--- config.mk ---
export PLATFORM = sky130hd
export DESIGN_NAME = wet_ram
export DESIGN_NICKNAME = d
export VERILOG_FILES = /design/src/rtl/wet_ram.sv
export SDC_FILE = /design/constraint.sdc
export NUM_CORES = 1
export LEC_CHECK = 0
export BUFFER_PORTS_ARGS = -buffer_cell sky130_fd_sc_hd__buf_2
export CAP_MARGIN = 20
export CORE_MARGIN = 2
export CORE_UTILIZATION = 35
export DETAILED_ROUTE_END_ITERATION = 8
export HOLD_SLACK_MARGIN = 0.12
export PLACE_DENSITY_LB_ADDON = 0.1
export SYNTH_ARGS = -nofsm -noshare
export SYNTH_HDL_FRONTEND = slang
export SYNTH_SLANG_ARGS = --single-unit
--- constraint.sdc ---
create_clock -name clk -period 5.9 [get_ports clk]
set_input_delay 1.18 -clock clk [delete_from_list [all_inputs] [get_ports clk]]
set_output_delay 1.18 -clock clk [all_outputs]
set_load 0.1 [all_outputs]
--- src/rtl/wet_ram.sv ---
// ----------------------------------------------------------------------------
// wet_ram
// Simple dual-port RAM: one write port, one read port with registered data.
// ----------------------------------------------------------------------------
module wet_ram #(
  parameter int WIDTH = 8,
  parameter int DEPTH = 64
) (
  input  logic                     clk,
  input  logic                     we,
  input  logic [$clog2(DEPTH)-1:0] waddr,
  input  logic [WIDTH-1:0]         wdata,
  input  logic                     re,
  input  logic [$clog2(DEPTH)-1:0] raddr,
  output logic [WIDTH-1:0]         rdata
);

  logic [WIDTH-1:0] mem [DEPTH];

  always_ff @(posedge clk) begin
    if (we) begin
      mem[waddr] <= wdata;
    end
    if (re) begin
      rdata <= mem[raddr];
    end
  end

endmodule

# After elaboration in Yosys (flattened, before gate mapping)

Memories as Yosys holds them, arrays and structs flattened. A register that Yosys moved wholly into a read port is not among the register bits.
Index checks and enable logic that the tools add are counted.

Memories: 1
Logic and storage cells: 3
Register bits after elaboration: 0
Bits of input ports: 23
RAM bits: 512

Memory list:

| name | words | width | rd ports | clocked after memory_dff | write ports | RTL line | RTL |
|---|---|---|---|---|---|---|---|
| mem  | 64    | 8     | 1        | 1                        | 1           | 18       | `logic [WIDTH-1:0] mem [DEPTH];` |

Muxes and demuxes: 2

Operators by type and width:

| kind   | count |
|---|---|
| $mux 1 | 2 |

# Longest topological paths before layout

Gate-level depths: netlist (run 1).

Depth in word-level cells: 2
Depth in mapped cells: 9

# Worst setup path before layout (run 1)

No wires, ideal clock.

Path type: input to register
Start: in raddr[1]
End: reg rdata[3], read port of mem, data pin
Slack: 2914 ps
Stages on the path: 7
Arrival time: 2720 ps
Path buffers: 3
Cell sequence: buf_4 buf_2 buf_2 mux4_2 mux4_2 o21ai_1 o41ai_1

RTL lines:

| element         | RTL line | RTL |
|---|---|---|
| start, declared | 14       | `input logic [$clog2(DEPTH)-1:0] raddr,` |
| end, declared   | 15       | `output logic [WIDTH-1:0] rdata` |

==> results of run 1 <==
[placed cells by master (no fill, tap or decap), types with 8 or more instances in the layout]
cell / instances
buf_2: 27
mux4_2: 126
buf_4: 20
nor2b_1: 14
o221ai_1: 8
edfxtp_1: 520
nand3_1: 13
nand2_1: 19
clkbuf_16: 57
clkinv_1: 16
clkbuf_1: 10
nor2_1: 83
mux2i_1: 23
mux2_2: 13
clkinv_2: 10
o22ai_1: 8
[per-stage QoR]
stage	area, sq um	power (mW)	utilization	instances
after floorplan	20200	4.44	-	940
after global placement	21200	4.61	0.369	1702
after detailed placement	21200	4.62	0.369	1702
after CTS	23000	8.03	0.400	1802
after global routing	23000	8.19	0.400	1804
final	23000	7.95	0.400	1804
[kinds of logic after synthesis]
| kind of cell | Yosys count | synth area share |
|---|---|---|
| mux | 162 | 0.159 |
| flops | 520 | 0.771 |
| simple gates | 153 | 0.0337 |
| compound gates | 54 | 0.0206 |
| buf+inv | 51 | 0.0156 |
[power groups by stage]
stage / clock (mW) / combinational (mW) / sequential, mW
3_3_place_gp: 0 / 0.426 / 4.19
3_5_place_dp: 0 / 0.430 / 4.19
5_1_grt: 3.63 / 0.450 / 4.11
2_1_floorplan: 0 / 0.218 / 4.22
6_report: 3.42 / 0.420 / 4.11
4_1_cts: 3.49 / 0.430 / 4.11
[per-layer routing]
layer,part of all wire,vias to the layer above,global-route usage
li1,-,4040,-
met2,0.46,271,0.265
met4,0.034,4,0.0637
met3,0.052,91,0.0362
met1,0.45,5077,0.241
met5,0.00043,-,0
[worst max-delay path: cells and delay by family]
kind / cells / cell delay [ns]
muxes: 2 / 1.09
and+or+nand+nor: 1 / 0.09
buffers and inverters: 2 / 0.98
AOI/OAI and AO/OA: 1 / 0.51
[synth_stat cells, drive strengths merged (6+ instances only)]
master / n / share of area
clkbuf: 17 / 0.0032
nor2b: 14 / 0.0043
mux2i: 23 / 0.011
buf: 34 / 0.012
nand3: 13 / 0.0032
a221oi: 6 / 0.0026
mux4: 126 / 0.14
nand2: 19 / 0.0035
mux2: 13 / 0.0072
edfxtp: 520 / 0.77
nor3: 7 / 0.0017
o22ai: 8 / 0.0025
nand2b: 7 / 0.0022
nor2: 83 / 0.015
o221ai: 8 / 0.0035
[path summary, 6_finish.rpt]
| kind | from | to | slack (ns) | cells after the start |
|---|---|---|---|---|
| max | raddr[0] | rdata[7] | 2.31 | 6 |
| min | mem[30][6] | rdata[6] | 0.94 | 3 |
| max reg2reg | mem[41][2] | rdata[2] | 3.53 | 4 |
| min reg2reg | mem[30][6] | rdata[6] | 0.94 | 3 |
[final cells by class]
cell class / instances / area (sq um) / share of cell area
multi-input combinational: 369 / 4330 / 0.188
sequential: 520 / 15600 / 0.679
clock inverter: 33 / 299 / 0.0130
timing repair buffer: 50 / 332 / 0.0144
clock buffer: 67 / 1460 / 0.0637
tap: 765 / 957 / 0.0416
[registers in the layout, indices dropped and copies added (netlist names)]
signal / cells
mem: 512
rdata: 8
==> results.py, run 1 <==
metrics = {
    "cts": {
        "cts_setup_buffers": 0,
        "clk_pin_slew_ns": 0.06,
        "cts.htree.levels": 2,
        "cts_tree": "yes",
        "ctsRootBufferMaster": "clkbuf_16",
        "clock_latency_ns": 0.61,
        "clkSinkCount": 520,
        "cts.hold.buffers_added": 0,
        "cts_max_path_buffers": 3,
        "cts-buffers-inserted": 54,
        "cts_resized": 0,
    },
    "timing": {
        "layout_setup_ws_ns": 2.31,
        "slew_viol_final": 0,
        "max_freq_mhz": 278,
        "fin_hold_ws_ns": 0.945,
        "setup_tns_ns": 0,
        "setup_viol": 0,
        "fin_crit_sh": 0.609,
        "skew_ns": 0.0166,
        "hold_violations": 0,
        "period_minus_slack_ns": 3.59,
        "rsz0062_at_grt": "no",
        "worst_slew_pin_slew_ns": 1.09,
        "relSlewSlack": 0.271,
    },
    "synthesis": {
        "synth-main-ff-cell": "edfxtp_1",
        "synth-edff-count": 520,
        "async_reset_ff_frac": 0,
        "syn-num-nets": 963,
        "synth.distinct_cells": 39,
        "syn_avg_cell_area_sq_um": 21.5,
        "ys_ff_latch": 520,
        "yosysWarnings": 0,
        "synthCells": 940,
        "syn_area_sq_um": 20200,
        "seq_area_frac_synth": 0.771,
    },
    "routing": {
        "routed_via_density": 5.26,
        "routed_wl_mm": 50.7,
        "route.detailed.drc": 0,
        "wl_per_cell_um": 28.1,
        "vias": 9483,
        "drtPass1Iterations": 5,
        "drtIter0Drc": 782,
        "ant_nets": 0,
    },
    "flow_run": {
        "cap_violations": 0,
    },
    "power_and_ir_drop": {
        "p_per_area_nw_per_um2": 346,
        "clkPwrFrac": 0.430,
        "ir_drop_mv": 0.207,
        "leakage_nw": 7.06,
        "p_comb_frac": 0.053,
        "swShare": 0.214,
        "p_sw_mw": 1.70,
        "p_seq_frac": 0.517,
        "internal_power_mw": 6.25,
    },
    "floorplanning": {
        "fp.dieH_um": 245,
        "die_w_um": 245,
        "dieArea_sq_um": 59800,
        "fp.coreArea_sq_um": 57500,
        "initial_core_util": 0.352,
        "ios": 31,
        "rows": 88,
    },
    "finish": {
        "nets": 1018,
        "fill_cells": 5140,
        "n_antenna_cell": 0,
        "area_growth_pct": 13.6,
        "layout-drive-gt1-share": 0.257,
    },
    "setup_path": {
        "slowest_delay_ns": 0.57,
        "worst_ep_required_time_ns": 6.23,
        "end_kind": "flip-flop",
        "critPathMaxFanout": 63,
        "critPathArrivalTime_ns": 3.93,
        "critPathLaunchType": "primary input",
        "critPathSlowestCell": "mux4_2",
        "path_class": "primary input to flip-flop",
        "crit_top_cell": "mux4_2",
        "path_cells": "buf_8 > buf_4 > mux4_2 > mux4_2 > o21ai_0 > nand2_1",
    },
    "run_status": {
        "status": "finished, final reports clean",
    },
    "worst_hold_path": {
        "hold_path.class": "flip-flop to flip-flop",
    },
    "place": {
        "portBuffers": 30,
        "gp_congestion": 0.748,
        "dp_hpwl_mm": 30.2,
        "pre_cts_ws_ns": 1.60,
    },
    "global_route": {
        "first_global_vias": 9938,
        "grt_first_pass_wirelength_mm": 73.1,
        "grt_usage": 0.172,
        "antenna_found_initial": 3,
        "grt_remaining_overflow": 0,
        "grt_max_degree": 65,
    },
}
Power figures use the tool's default switching activity.
==> inputs of run 2 (changes only) <==
==> constraint.sdc (replaced) <==
create_clock -name clk -period 3.5 [get_ports clk]
set_input_delay 0.7 -clock clk [delete_from_list [all_inputs] [get_ports clk]]
set_output_delay 0.7 -clock clk [all_outputs]
set_load 0.1 [all_outputs]
==> run 2 against run 1 <==
Effect of this change: final cell count up 4.7%; first-iteration DRC count up 2.4%; worst setup slack worse by 1.2 ns; flip-flop and latch count unchanged; combinational power up 76%; count of clock-buffer cells in the layout down 2; hold slack worse by 0.43 ns; utilization up 1.1 points; power up 67%; clock power up 63%; critical endpoint is now rdata[2]; largest power group unchanged.
==> results.py, run 2 (synthesized netlist as in run 1, its figures left out) <==
metrics = {
    "finish": {
        "multi_input_area_sq_um": 4320,
        "layout_commonest_cell": "edfxtp_1",
        "nets": 1104,
        "postLayoutCoreUtil": 0.411,
        "fill_cells": 5154,
        "regArea_sq_um": 15600,
        "area_growth_pct": 16.7,
        "design_area_sq_um": 23600,
        "stdcell_count": 1888,
        "mostFrequentLayoutCells": "520 x edfxtp_1, 126 x mux4_2, 100 x buf_4, 83 x nor2_1, 55 x clkbuf_16",
        "layout-drive-gt1-share": 0.313,
        "reg_top3": "mem (512), rdata (8)",
        "largest_reg_flops": 512,
        "top_register": "mem",
        "n_antenna_cell": 0,
    },
    "cts": {
        "cts.hold.buffers_added": 0,
        "cts.htree.levels": 2,
        "ctsRootBufferMaster": "clkbuf_16",
        "cts_tree": "yes",
        "clk_pin_slew_ns": 0.06,
        "clock_latency_ns": 0.60,
        "clkSinkCount": 520,
        "cts_max_path_buffers": 3,
        "cts_setup_buffers": 0,
        "cts-buffers-inserted": 55,
        "cts_resized": 0,
    },
    "setup_path": {
        "path_class": "primary input to flip-flop",
        "end_kind": "flip-flop",
        "critPathLaunchType": "primary input",
        "worst_ep_required_time_ns": 3.85,
        "critPathArrivalTime_ns": 2.79,
        "critPathSlowestCell": "mux2i_1",
        "path_cells": "buf_8 > buf_12 > buf_4 > mux2i_1 > a221oi_1 > a221oi_1 > buf_4 > o2bb2ai_1",
        "critPathMaxFanout": 29,
        "slowest_delay_ns": 0.37,
    },
    "floorplanning": {
        "initial_core_util": 0.352,
        "fp.coreArea_sq_um": 57500,
        "rows": 88,
        "dieArea_sq_um": 59800,
        "fp.dieH_um": 245,
        "ios": 31,
        "die_w_um": 245,
    },
    "routing": {
        "route.detailed.drc": 0,
        "routed_wl_mm": 50.6,
        "routed_via_density": 5.12,
        "drtPass1Iterations": 5,
        "ant_nets": 0,
        "drtIter0Drc": 801,
        "wl_per_cell_um": 26.8,
        "vias": 9674,
    },
    "timing": {
        "max_freq_mhz": 409,
        "period_minus_slack_ns": 2.44,
        "rsz0062_at_grt": "no",
        "setup_tns_ns": 0,
        "slew_viol_final": 0,
        "worst_slew_pin_slew_ns": 1.04,
        "relSlewSlack": 0.305,
        "skew_ns": 0.0215,
        "fin_crit_sh": 0.698,
        "fin_hold_ws_ns": 0.517,
        "hold_violations": 0,
        "setup_viol": 0,
    },
    "global_route": {
        "grt_remaining_overflow": 0,
        "grt_usage": 0.174,
        "grt_max_degree": 65,
        "first_global_vias": 10076,
        "grt_first_pass_wirelength_mm": 74.0,
        "antenna_found_initial": 1,
    },
    "place": {
        "gp_congestion": 0.733,
        "place_area_sq_um": 21900,
        "dp.cells": 1789,
        "portBuffers": 30,
        "dp_hpwl_mm": 31.6,
    },
    "power_and_ir_drop": {
        "p_per_area_nw_per_um2": 561,
        "swShare": 0.215,
        "p_sw_mw": 2.85,
        "clkPwrFrac": 0.421,
        "internal_power_mw": 10.4,
        "ir_drop_mv": 0.342,
        "leakage_nw": 7.50,
        "p_seq_frac": 0.523,
        "p_comb_frac": 0.056,
    },
    "run_status": {
        "status": "finished, final reports clean",
    },
    "flow_run": {
        "cap_violations": 0,
    },
    "worst_hold_path": {
        "hold_path.class": "primary input to flip-flop",
    },
}
run 2: changes by cell type in the layout (fill, tap and decap cells not counted), moves of 2 or more:
cell	change
clkinvlp_4	+2
buf_4	+80
nor3_2	-2
clkbuf_16	-2
clkinv_1	-2
clkinv_2	+2
buf_12	+6
nor3_1	+2
run 2: layout make-up:
cell class | instances | share of cell area
Clock buffer | 65 | 0.0598
Tap cell | 765 | 0.0405
Timing Repair Buffer | 135 | 0.0441
Multi-Input combinational cell | 369 | 0.183
Sequential cell | 520 | 0.661
Clock inverter | 34 | 0.0121
run 2: layer usage:
layer	GRT usage	vias to the layer above	routed length [um]
li1	-	4213	-
met1	0.253	5172	23400
met2	0.277	217	24100
met3	0.0258	70	2090
met4	0.0436	2	984
met5	0	-	12
run 2: final timing paths:
path,start,endpoint,slack [ns],cells past startpoint
worst min register to register,mem[30][6],rdata[6],0.94,3
worst min-delay path,re,rdata[7],0.52,1
worst max-delay path,raddr[0],rdata[2],1.06,8
worst max register to register,mem[29][6],rdata[6],1.35,5
run 2: critical path: cells and delay by family:
kind | cells | cell delay, ns
mux | 1 | 0.37
buf+inv | 4 | 1.06
compound gates | 3 | 0.60
run 2: stage by stage:
step,worst slack (ns),power [mW]
final,1.06,13.2
after detailed placement,0.363,7.82
after global placement,0.384,7.81
after floorplan,0.994,7.48
after CTS,1.03,13.4
after global routing,0.964,13.7
run 2: power by group through the flow:
stage	Clock (mW)	Combinational (mW)	Sequential, mW
global route	5.95	0.795	6.93
global placement	0	0.755	7.06
CTS	5.72	0.760	6.93
finish	5.58	0.739	6.93
floorplan	0	0.368	7.11
detailed placement	0	0.760	7.06
